$ cat src/hdl/lzwsc_pkg.sv
// Shared constants, codes and controller/datapath types of the LZW stream compressor.
package lzwsc_pkg;

	localparam int MAX_CODE_BITS   = 12;
	localparam int START_CODE_BITS = 9;
	localparam int FIRST_FREE_CODE = 256;
	localparam int HASH_BITS       = 12;
	localparam int DICT_SIZE       = 1 << MAX_CODE_BITS;
	localparam int CODE_W          = MAX_CODE_BITS + 1;
	localparam int LEN_W           = 20;

	localparam logic [CODE_W-1:0] NO_CODE = CODE_W'(DICT_SIZE);

	localparam logic CMD_DATA = 1'b0;
	localparam logic CMD_END  = 1'b1;

	typedef enum logic [3:0] {
		ST_CLEAR,
		ST_IDLE,
		ST_START,
		ST_HEAD_CHK,
		ST_CMP,
		ST_EMIT,
		ST_UPDATE,
		ST_CHECK,
		ST_FLUSH,
		ST_DELIVER
	} lzwsc_state_t;

	typedef struct packed {
		logic [MAX_CODE_BITS-1:0] prefix;
		logic [7:0]               suffix;
		logic [CODE_W-1:0]        next;
	} lzwsc_entry_t;

	typedef struct packed {
		logic latch;
		logic first;
		logic head_rd;
		logic dict_rd_head;
		logic dict_rd_next;
		logic hit;
		logic pack;
		logic emit;
		logic update;
		logic check;
		logic flush;
		logic pop;
		logic clr_step;
	} lzwsc_cmd_t;

	typedef struct packed {
		logic is_end;
		logic match_valid;
		logic head_empty;
		logic cmp_hit;
		logic next_empty;
		logic acc_ge8;
		logic q_empty;
		logic last;
		logic clr_pend;
		logic clr_done;
	} lzwsc_stat_t;

endpackage

$ cat src/hdl/lzwsc_ctrl.sv
// Controller state machine: sequences probe, chain walk, packing, update and delivery.
module lzwsc_ctrl (
	input  logic                 clk,
	input  logic                 arst_n,
	input  logic                 in_valid,
	input  logic                 out_ready,
	input  lzwsc_pkg::lzwsc_stat_t stat,
	output lzwsc_pkg::lzwsc_cmd_t  cmd,
	output logic                 in_ready,
	output logic                 out_valid
);
	import lzwsc_pkg::*;

	lzwsc_state_t state_q, state_d;

	always_ff @(posedge clk or negedge arst_n) begin
		if (!arst_n) begin
			state_q <= ST_CLEAR;
		end else begin
			state_q <= state_d;
		end
	end

	always_comb begin
		state_d   = state_q;
		cmd       = '0;
		in_ready  = 1'b0;
		out_valid = 1'b0;
		case (state_q)
			ST_CLEAR: begin
				cmd.clr_step = 1'b1;
				if (stat.clr_done) state_d = ST_IDLE;
			end
			ST_IDLE: begin
				in_ready = 1'b1;
				if (in_valid) begin
					cmd.latch = 1'b1;
					state_d   = ST_START;
				end
			end
			ST_START: begin
				if (stat.is_end) begin
					cmd.pack = stat.match_valid;
					state_d  = ST_EMIT;
				end else if (!stat.match_valid) begin
					cmd.first = 1'b1;
					state_d   = ST_CHECK;
				end else begin
					cmd.head_rd = 1'b1;
					state_d     = ST_HEAD_CHK;
				end
			end
			ST_HEAD_CHK: begin
				if (stat.head_empty) begin
					cmd.pack = 1'b1;
					state_d  = ST_EMIT;
				end else begin
					cmd.dict_rd_head = 1'b1;
					state_d          = ST_CMP;
				end
			end
			ST_CMP: begin
				if (stat.cmp_hit) begin
					cmd.hit = 1'b1;
					state_d = ST_CHECK;
				end else if (stat.next_empty) begin
					cmd.pack = 1'b1;
					state_d  = ST_EMIT;
				end else begin
					cmd.dict_rd_next = 1'b1;
				end
			end
			ST_EMIT: begin
				if (stat.acc_ge8) begin
					cmd.emit = 1'b1;
				end else if (stat.is_end) begin
					state_d = ST_FLUSH;
				end else begin
					state_d = ST_UPDATE;
				end
			end
			ST_UPDATE: begin
				cmd.update = 1'b1;
				state_d    = ST_CHECK;
			end
			ST_CHECK: begin
				cmd.check = 1'b1;
				if (!stat.q_empty) state_d = ST_DELIVER;
				else if (stat.clr_pend) state_d = ST_CLEAR;
				else state_d = ST_IDLE;
			end
			ST_FLUSH: begin
				cmd.flush = 1'b1;
				state_d   = ST_DELIVER;
			end
			ST_DELIVER: begin
				out_valid = 1'b1;
				if (out_ready) begin
					cmd.pop = 1'b1;
					if (stat.last) state_d = stat.clr_pend ? ST_CLEAR : ST_IDLE;
				end
			end
			default: state_d = ST_IDLE;
		endcase
	end
endmodule

$ cat config.mk
export PLATFORM = sky130hd
export DESIGN_NAME = lzwsc_ctrl
export DESIGN_NICKNAME = d
export VERILOG_FILES = /design/src/hdl/lzwsc_pkg.sv /design/src/hdl/lzwsc_ctrl.sv
export SDC_FILE = /design/constraint.sdc
export NUM_CORES = 1
export LEC_CHECK = 0
export BUFFER_PORTS_ARGS = -buffer_cell sky130_fd_sc_hd__buf_2
export CORE_AREA = 5 5 42 44
export DETAILED_ROUTE_END_ITERATION = 10
export DIE_AREA = 0 0 47 49
export PLACE_DENSITY_LB_ADDON = 0.08
export SLEW_MARGIN = 30
export SYNTH_ARGS = -nofsm -noshare
export SYNTH_HDL_FRONTEND = slang
export SYNTH_SLANG_ARGS = --single-unit
$ cat constraint.sdc
create_clock -name clk -period 3.6 [get_ports clk]
set_input_delay 0.54 -clock clk [delete_from_list [all_inputs] [get_ports clk]]
set_output_delay 0.54 -clock clk [all_outputs]
set_load 0.01 [all_outputs]
==> results of run 1 <==
## area by class of cell
| class | count | area share |
|---|---|---|
| Multi-Input combinational cell | 58 | 0.557 |
| Timing Repair Buffer | 28 | 0.214 |
| Sequential cell | 4 | 0.153 |
| Clock buffer | 3 | 0.0344 |
| Tap cell | 16 | 0.0305 |
| Inverter | 2 | 0.0115 |
## layout by cell type, fill, tap and decap left out, drive strengths merged, types with 3 or more instances in the layout
cell,synthesis,final
nand2b,4,4
and3,3,3
buf,1,28
clkbuf,5,3
o21ai,4,4
dfrtp,4,4
nor2,6,6
a21oi,4,4
nand2,8,8
nor2b,3,3
nor3b,3,3
## Yosys cell counts, types with 2 or more instances
library cell	count	area, um2
inv_1	2	7.51
a31oi_1	2	12.5
nor3_1	2	10.0
nor2_1	6	22.5
and3_1	3	18.8
o21ai_0	4	20.0
nor3b_1	3	22.5
nand2b_1	4	25.0
nor2b_1	3	18.8
clkbuf_1	5	18.8
and2_1	2	12.5
a21oi_1	4	20.0
dfrtp_1	4	100
nand2_1	7	26.3
## metal layers
layer,routed length [um],GRT usage,vias to the layer above
met1,610,0.170,264
met3,122,0.0590,2
li1,-,-,308
met4,12,0.0415,0
met5,0,0,-
met2,624,0.192,22
## report_power, final
group | total, uW | internal [uW] | switching, uW | leakage [uW]
registers | 158 | 68.1 | 90.3 | 0.0000492
logic | 302 | 157 | 145 | 0.000275
clock network | 56.9 | 37.4 | 19.6 | 0.0000138
## through the flow
stage	setup slack, ns	std cells	area [um2]	hold slack (ns)
after detailed placement	1.54	108	633	0.349
after global placement	1.55	108	633	0.346
after CTS	1.28	111	656	0.0914
final	1.30	111	656	0.0943
after global routing	1.18	111	656	0.0926
after floorplan	1.71	70	497	0.244
## kinds of logic (layout without fill, tap and decap cells)
logic type / after synthesis / in the layout / share of synthesized area
multiplexers: 1 / 1 / 0.0227
flip-flops: 4 / 4 / 0.202
AO/OA/AOI/OAI: 19 / 19 / 0.257
buffers and inverters: 8 / 33 / 0.0630
AND/OR/NAND/NOR: 38 / 38 / 0.456
## path summary, 6_finish.rpt
path                                          endpoint                   start  slack [ns]
max in group asynchronous       state_q[2]$_DFFE_PN0P_                  arst_n        3.39
worst max-delay path                            cmd[6]  state_q[1]$_DFFE_PN0P_        1.30
worst max register to register  state_q[2]$_DFFE_PN0P_  state_q[1]$_DFFE_PN0P_        1.57
worst min register to register  state_q[1]$_DFFE_PN0P_  state_q[3]$_DFFE_PN0P_        0.78
min in group clk                state_q[3]$_DFFE_PN0P_                 stat[2]        0.63
worst min-delay path            state_q[3]$_DFFE_PN0P_                  arst_n        0.09
## critical path, stage by stage, from the launching register on
cell,delay [ns]
dfrtp_1,0.56
or4b_4,0.61
nor2_1,0.10
a32o_1,0.12
buf_2,0.12
==> metrics.txt, run 1 <==
Post-CTS Setup Inserts=0; Yosys cell types=33; Critical Path RT=between 3 and 4 ns; Tmin final=roughly 2.3 ns; Mapped Cells=70; worst hold path type=input pin to asynchronous set/reset pin; worst reg2reg path depth=4; ratio of cells with drive above 1 in the final layout=0.379; Final Cycle Share=0.638; max frequency=about 0.44 GHz; Clk pin slew, worst setup/hold paths=about 0.040 ns; port bufs=28; vias in the first global route=roughly 530; Mean Syn Cell Area=about 7.1 um2; die footprint=0.00230 mm2; Synth Flop Type=dfrtp_1; Slew headroom=0.618; Vias/cell=roughly 5.4; Syn Nets=84; Startpoint Class=register; H-tree depth=1; Ports=29; VDD IR max=0.000404 V; DRC viols=0; Area growth syn-to-layout=32.0%; run status=finished, final reports clean; final count of negative-setup-slack endpoints=0; biggest regs=state_q x4; pin slew with the least headroom to its limit=0.573 ns; Post-CTS Hold Fix Bufs=0; final setup skew=around 0.0029 ns; Hold Violations, Final=0; initial drt markers=10; FF/Latch Area=~100 um2; first-pass GRT wire length=around 2.3 mm; cell area power density=just under 800 mW/mm2; GRT Util Overall=0.132; die height=49 um; # rows=14; Final Total Pwr=around 520 uW; Routability Congestion=roughly 0.8; CP Capture Type=primary output; CP Class=register to primary output; initial core utilization=0.354; most flop-heavy register=state_q; per-cell routed wire length=12.3 um; DRT Pass-1 Iters=2; #FFs+latches synth=4; Max Cap Violations=0; total core area=~0.0014 mm2; Setup TNS=0 ns; initial antenna violation count=0; root buf cell=clkbuf_4; Final Slew Violations=0; Worst Path Arrival=1.76 ns; TritonCTS clock tree=yes; fillcell total=approximately 170; ANT nets after route=0; P_leak=roughly 0.00034 uW; final WL=approximately 1.4 mm; via count=around 600; hpwl dp=1.02 mm; area of the multi-input gates=about 370 um2; number of flip-flops under the largest register name=4; gr ovfl total=0; Sink Count=4; CTS buffer count=3; Netlist Area Pre-Place=slightly below 500 um2; number of synthesized flops with an enable pin=0; Ant. Diodes=0; Synth Warn #=0; largest net degree at the start of global routing=21; Post-synth ARST share=1.00; share of the yosys chip area belonging to registers=0.202; Clock Latency Late Sink=~0.24 ns; Final Net Count=roughly 110; number of gates resized after CTS=0; final core utilization=0.468; CP max FO=20; deepest clock path buffer count=2; unrepaired setup endpoints after global routing=false; die width=around 47 um
No activity file was read; power rests on OpenSTA's default activity.
==> inputs of run 2 (changes only) <==
--- a/config.mk
+++ b/config.mk
@@ -5,10 +5,11 @@
 export SDC_FILE = /design/constraint.sdc
 export NUM_CORES = 1
 export LEC_CHECK = 0
+export ABC_AREA = 1
 export BUFFER_PORTS_ARGS = -buffer_cell sky130_fd_sc_hd__buf_2
-export CORE_AREA = 5 5 42 44
+export CORE_MARGIN = 5
+export CORE_UTILIZATION = 38
 export DETAILED_ROUTE_END_ITERATION = 10
-export DIE_AREA = 0 0 47 49
 export PLACE_DENSITY_LB_ADDON = 0.08
 export SLEW_MARGIN = 30
 export SYNTH_ARGS = -nofsm -noshare
==> constraint.sdc (replaced) <==
create_clock -name clk -period 1.8 [get_ports clk]
set_input_delay 0.27 -clock clk [delete_from_list [all_inputs] [get_ports clk]]
set_output_delay 0.27 -clock clk [all_outputs]
set_load 0.01 [all_outputs]
==> run 2 against run 1 <==
Net effect:
- die area decreased by 4.4%
- sequential power increased by 28%
- hold slack improved by 0.28 ns
- first-iteration DRC count increased by 80%
- clock-buffer cell count unchanged
==> metrics.txt, run 2 <==
die footprint=0.00220 mm2 (-4.4%); number of synthesized flops with an enable pin=0 (unchanged); hpwl dp=1.22 mm (+20%); DRT Pass-1 Iters=4 (+2); max frequency=~0.60 GHz; Mapped Cells=93 (+33%); Final Net Count=141 (+27%); fillcell total=156 (-6.0%); largest net degree at the start of global routing=9 (-57%); Slew headroom=0.829 (+0.212); # rows=13 (-1); unrepaired setup endpoints after global routing=false; Ant. Diodes=0 (unchanged); Vias/cell=4.59 (-14%); CP max FO=6 (-70%); Startpoint Class=register; number of flip-flops under the largest register name=4 (unchanged); TritonCTS clock tree=yes; dpl cells=136 (+26%); biggest regs=state_q x4; Synth Warn #=0 (unchanged); most frequent cells in the layout=nand2_1, buf_2, inv_1; total core area=0.00130 mm2 (-7.1%); Sink Count=4 (unchanged); Post-DP Area=677 um2 (+6.9%); Final Cycle Share=0.921; initial antenna violation count=0 (unchanged); most common cell in the netlist=nand2_1; Synth area leader=nand2_1; P_leak=0.000506 uW (+50%); most flop-heavy register=state_q; via count=643 (+7.9%); Tmin final=1.66 ns; GRT Util Overall=0.157 (+0.0250); Worst R2R Setup Slack=0.45 ns (-1.12 ns); pin slew with the least headroom to its limit=0.256 ns (-0.318 ns); vias in the first global route=585 (+9.8%); per-cell routed wire length=10.5 um (-15%); gr ovfl total=0 (unchanged); Setup TNS=0 ns (unchanged); DRC viols=0 (unchanged); H-tree depth=1 (unchanged); final count of negative-setup-slack endpoints=0 (unchanged); Final Slew Violations=0 (unchanged); area of the multi-input gates=360 um2 (-1.4%); initial core utilization=0.398 (+0.0436); Routability Congestion=0.768 (-4.2%); CTS buffer count=3 (unchanged); cell area power density=1450 mW/mm2 (+83%); share of the yosys chip area belonging to registers=0.193 (-0.00827); Clock Latency Late Sink=0.23 ns (about the same); Ports=29 (unchanged); Post-CTS Setup Inserts=0 (unchanged); Clk pin slew, worst setup/hold paths=0.04 ns (about the same); Worst Path Arrival=1.39 ns (-0.37 ns); CP Class=register to primary output; FF/Latch Area=100 um2 (unchanged); #FFs+latches synth=4 (unchanged); final WL=1.47 mm (+7.2%); Netlist Area Pre-Place=518 um2 (+4.3%); Max Cap Violations=0 (unchanged); VDD IR max=0.000801 V (+98%); final core utilization=0.553 (+0.0850); Yosys cell types=17 (-48%); die height=46.9 um (-4.2%); largest cells by area after synthesis=nand2_1, dfrtp_1, inv_1; Post-synth top cells=nand2_1, inv_1, nor2_1; Area growth syn-to-layout=38.9%; root buf cell=clkbuf_4; run status=finished, final reports clean; ANT nets after route=0 (unchanged); top cell type's share of synthesized area=0.225 (+0.0231); Hold Violations, Final=0 (unchanged); Final Total Pwr=1040 uW (+100%); worst hold path type=input pin to asynchronous set/reset pin; final setup skew=0.00107 ns (-0.00183 ns); Critical Path RT=1.53 ns (-1.53 ns); ratio of cells with drive above 1 in the final layout=0.392 (+0.0131); deepest clock path buffer count=2 (unchanged); Post-synth ARST share=1.00 (unchanged); Mean Syn Cell Area=5.57 um2 (-22%); Syn Nets=107 (+27%); die width=46.9 um (-0.17%); CP Capture Type=primary output; fin area=719 um2 (+9.7%); Synth Flop Type=dfrtp_1; post-route insts no fill=140 (+26%); initial drt markers=18 (+8); port bufs=28 (unchanged); commonest non-fill, non-tap cell in the layout=nand2_1; first-pass GRT wire length=2.34 mm (+3.7%)
-- run 2: cell count changes after synthesis, moves of 4 or more --
| cell | previous run | this run |
|---|---|---|
| nand2b_1 | 4 | 0 |
| nor2_1 | 6 | 14 |
| a21oi_1 | 4 | 0 |
| clkbuf_1 | 5 | 0 |
| nor2_2 | 0 | 4 |
| inv_1 | 2 | 15 |
| nand3_1 | 0 | 7 |
| nand2_1 | 7 | 31 |
-- run 2: area by class of cell --
| class | count | area share |
|---|---|---|
| inverters | 18 | 0.0939 |
| well taps | 15 | 0.0261 |
| multi-input cells | 71 | 0.501 |
| flip-flops and latches | 4 | 0.139 |
| clock buffers | 3 | 0.0313 |
| repair buffers | 29 | 0.209 |
-- run 2: metal layers --
layer / global-route usage / wire length, um / vias up
met5: 0 / 0 / -
met4: 0.138 / 49 / 0
met3: 0.0460 / 136 / 4
met2: 0.220 / 659 / 28
met1: 0.192 / 623 / 261
li1: - / - / 350
-- run 2: kinds of logic (layout without fill, tap and decap cells) --
| kind of cell | count (synthesis) | count (layout) | synth area share |
|---|---|---|---|
| simple gates | 67 | 67 | 0.616 |
| buf+inv | 18 | 50 | 0.130 |
| compound gates | 4 | 4 | 0.0604 |
| flops | 4 | 4 | 0.193 |
-- run 2: repair_timing --
item,4_1_cts,5_1_grt
hold buffers,1,0
hold endpoints to repair,4,0
endpoints found under the setup margin,0,2
resized for setup,0,3
-- run 2: path summary, 6_finish.rpt --
| check | startpoint | end | cells after the start |
|---|---|---|---|
| max | state_q[2]$_DFFE_PN0P_ | cmd[6] | 5 |
| min | arst_n | state_q[3]$_DFFE_PN0P_ | 2 |
| max reg2reg | state_q[0]$_DFFE_PN0P_ | state_q[0]$_DFFE_PN0P_ | 7 |
| min reg2reg | state_q[0]$_DFFE_PN0P_ | state_q[0]$_DFFE_PN0P_ | 2 |
| max in group asynchronous | arst_n | state_q[1]$_DFFE_PN0P_ | 2 |
| min in group clk | stat[3] | state_q[3]$_DFFE_PN0P_ | 4 |
-- run 2: critical path, cell delays in order (launching register included) --
cell and delay (ns):
dfrtp_1 0.47, inv_2 0.08, nor2_4 0.19, nand2_2 0.08, o221ai_1 0.16, buf_2 0.16
-- run 2: where the power goes --
part | switching, uW | internal [uW] | total [uW]
clock network | 34.7 | 74.4 | 109
logic | 469 | 259 | 728
registers | 70.6 | 133 | 203
total | 574 | 467 | 1040
-- run 2: metrics by stage --
step	setup slack (ns)	hold WS, ns
after detailed placement	0.332	0.0759
after floorplan	0.492	-0.0256
after global placement	0.367	0.0784
final	0.143	0.376
after CTS	0.0734	0.370
after global routing	0.00287	0.384
==> inputs of run 3 (changes only) <==
--- a/config.mk
+++ b/config.mk
@@ -6,9 +6,11 @@
 export NUM_CORES = 1
 export LEC_CHECK = 0
 export ABC_AREA = 1
-export BUFFER_PORTS_ARGS = -buffer_cell sky130_fd_sc_hd__buf_2
+export BUFFER_PORTS_ARGS = -buffer_cell sky130_fd_sc_hd__buf_4
+export CELL_PAD_IN_SITES_DETAIL_PLACEMENT = 0
+export CELL_PAD_IN_SITES_GLOBAL_PLACEMENT = 2
 export CORE_MARGIN = 5
-export CORE_UTILIZATION = 38
+export CORE_UTILIZATION = 17
 export DETAILED_ROUTE_END_ITERATION = 10
 export PLACE_DENSITY_LB_ADDON = 0.08
 export SLEW_MARGIN = 30
==> run 3 against run 2 <==
Net effect:
- first-iteration DRC count fell by 56%
- clock skew hardly changed
- global-route usage decreased by 6.2 points
- design area is 13% higher
- sequential share of layout area shrank 1.3 points
- via count up 3.4%
- sequential power up 4%
- largest power group unchanged
==> metrics.txt, run 3 (same netlist as run 2, synthesis figures left out) <==
vias in the first global route=725 (+24%); TritonCTS clock tree=yes; die height=65.2 um (+39%); commonest non-fill, non-tap cell in the layout=nand2_1; hpwl dp=1.60 mm (+31%); first-pass GRT wire length=3.11 mm (+33%); run status=finished, final reports clean; largest net degree at the start of global routing=9 (unchanged); Post-CTS Setup Inserts=0 (unchanged); die footprint=0.00425 mm2 (+93%); Comb pwr share=0.712 (+0.012); DRT Pass-1 Iters=4 (unchanged); P_leak=0.000514 uW (+1.8%); root buf cell=clkbuf_4; CTS buffer count=3 (unchanged); most flop-heavy register=state_q; gr ovfl total=0 (unchanged); ANT nets after route=0 (unchanged); Ports=29 (unchanged); post-route insts no fill=158 (+13%); Clock Latency Late Sink=0.23 ns (about the same); Max Cap Violations=0 (unchanged); per-cell routed wire length=11.6 um (+11%); Routability Congestion=0.756 (-1.5%); total core area=0.00298 mm2 (+130%); Final Cycle Share=0.917 (-0.00392); biggest regs=state_q x4; unrepaired setup endpoints after global routing=false; dpl cells=154 (+13%); Post-DP Area=769 um2 (+14%); initial drt markers=8 (-10); internal power=517 uW (+11%); CP max FO=8 (+2); via count=665 (+3.4%); Clk pin slew, worst setup/hold paths=0.04 ns (about the same); Sink Count=4 (unchanged); final WL=1.84 mm (+25%); final count of negative-setup-slack endpoints=0 (unchanged); CP Capture Type=primary output; deepest clock path buffer count=2 (unchanged); VDD IR max=0.000393 V (-51%); initial core utilization=0.174 (-0.224); Seq pwr share=0.191 (-0.004); clock group share of total power=0.097 (-0.008); # rows=20 (+7); Tmin final=1.65 ns (-0.00706 ns); Ant. Diodes=0 (unchanged); H-tree depth=1 (unchanged); die width=65.2 um (+39%); fin area=815 um2 (+13%); Global Route met1 Usage=0.114 (-0.0787); number of flip-flops under the largest register name=4 (unchanged); grt met3 use=0.0188 (-0.0272); Worst Path Arrival=1.38 ns (about the same); Vias/cell=4.21 (-8.4%); Final Net Count=141 (unchanged); port bufs=28 (unchanged); Switching Fraction=0.534 (-0.0180); most frequent cells in the layout=nand2_1, buf_4, inv_1; CP Class=register to primary output; grt peak-use layer=met2; final hold slack=0.368 ns (-0.00848 ns); pin slew with the least headroom to its limit=0.251 ns (-0.00488 ns); Final Slew Violations=0 (unchanged); GRT Util Overall=0.0949 (-0.0619); initial antenna violation count=0 (unchanged); Critical Path RT=1.53 ns (about the same); DRC viols=0 (unchanged); Slew headroom=0.833 (+0.00326); final setup skew=0.000874 ns (-0.000199 ns); worst hold path type=input pin to register; Startpoint Class=register; max frequency=0.606 GHz (+0.43%); Setup TNS=0 ns (unchanged); cell area power density=1360 mW/mm2 (-5.9%); Psw=592 uW (+3.0%); Area growth syn-to-layout=57.2%; ratio of cells with drive above 1 in the final layout=0.408 (+0.0160); met2 usage=0.161 (-0.0590); Hold Violations, Final=0 (unchanged)
-- run 3: critical path, stage by stage, from the launching register on --
cell and delay (ns):
dfrtp_1 0.45, nor2_4 0.24, nand2_1 0.13, o221ai_1 0.17, buf_4 0.15
-- run 3: cell type report --
class	count	area (um2)
Clock buffer	3	22.5
Fill cell	358	2160
Inverter	18	67.6
Multi-Input combinational cell	71	360
Sequential cell	4	103
Tap cell	33	41.3
Timing Repair Buffer	29	220
-- run 3: per-layer routing --
layer	up-vias	routed length, um
met1	282	806
met5	-	0
met2	25	859
met3	4	138
met4	0	30
li1	354	-
-- run 3: metrics by stage --
| step | power, uW | setup slack (ns) | util |
|---|---|---|---|
| CTS | 1120 | 0.000249 | 0.269 |
| detailed placement | 1000 | 0.256 | 0.258 |
| floorplan | 711 | 0.492 | - |
| finish | 1110 | 0.150 | 0.274 |
| global placement | 1020 | 0.326 | 0.258 |
| global route | 1250 | 0.0499 | 0.274 |
-- run 3: timing repair --
item / 4_1_cts / 5_1_grt
endpoints found under the hold margin: 4 / 0
endpoints found under the setup margin: 0 / 2
hold buffers: 1 / 0
resized for setup: 0 / 5
-- run 3: path summary, 6_finish.rpt --
kind | from | end | slack, ns | depth (start not counted)
setup / recovery | state_q[3]$_DFFE_PN0P_ | cmd[6] | 0.15 | 4
hold / removal | stat[3] | state_q[3]$_DFFE_PN0P_ | 0.37 | 4
setup reg to reg | state_q[2]$_DFFE_PN0P_ | state_q[0]$_DFFE_PN0P_ | 0.54 | 7
hold reg to reg | state_q[0]$_DFFE_PN0P_ | state_q[0]$_DFFE_PN0P_ | 0.58 | 2
max in group asynchronous | arst_n | state_q[0]$_DFFE_PN0P_ | 1.31 | 2
min in group asynchronous | arst_n | state_q[2]$_DFFE_PN0P_ | 0.38 | 2
-- run 3: power by group through the flow --
| stage | Combinational (uW) | Sequential [uW] | Clock, uW |
|---|---|---|---|
| CTS | 810 | 196 | 114 |
| finish | 789 | 212 | 108 |
| global route | 910 | 220 | 120 |
| detailed placement | 804 | 198 | 0 |
| global placement | 827 | 193 | 0 |
| floorplan | 527 | 184 | 0 |
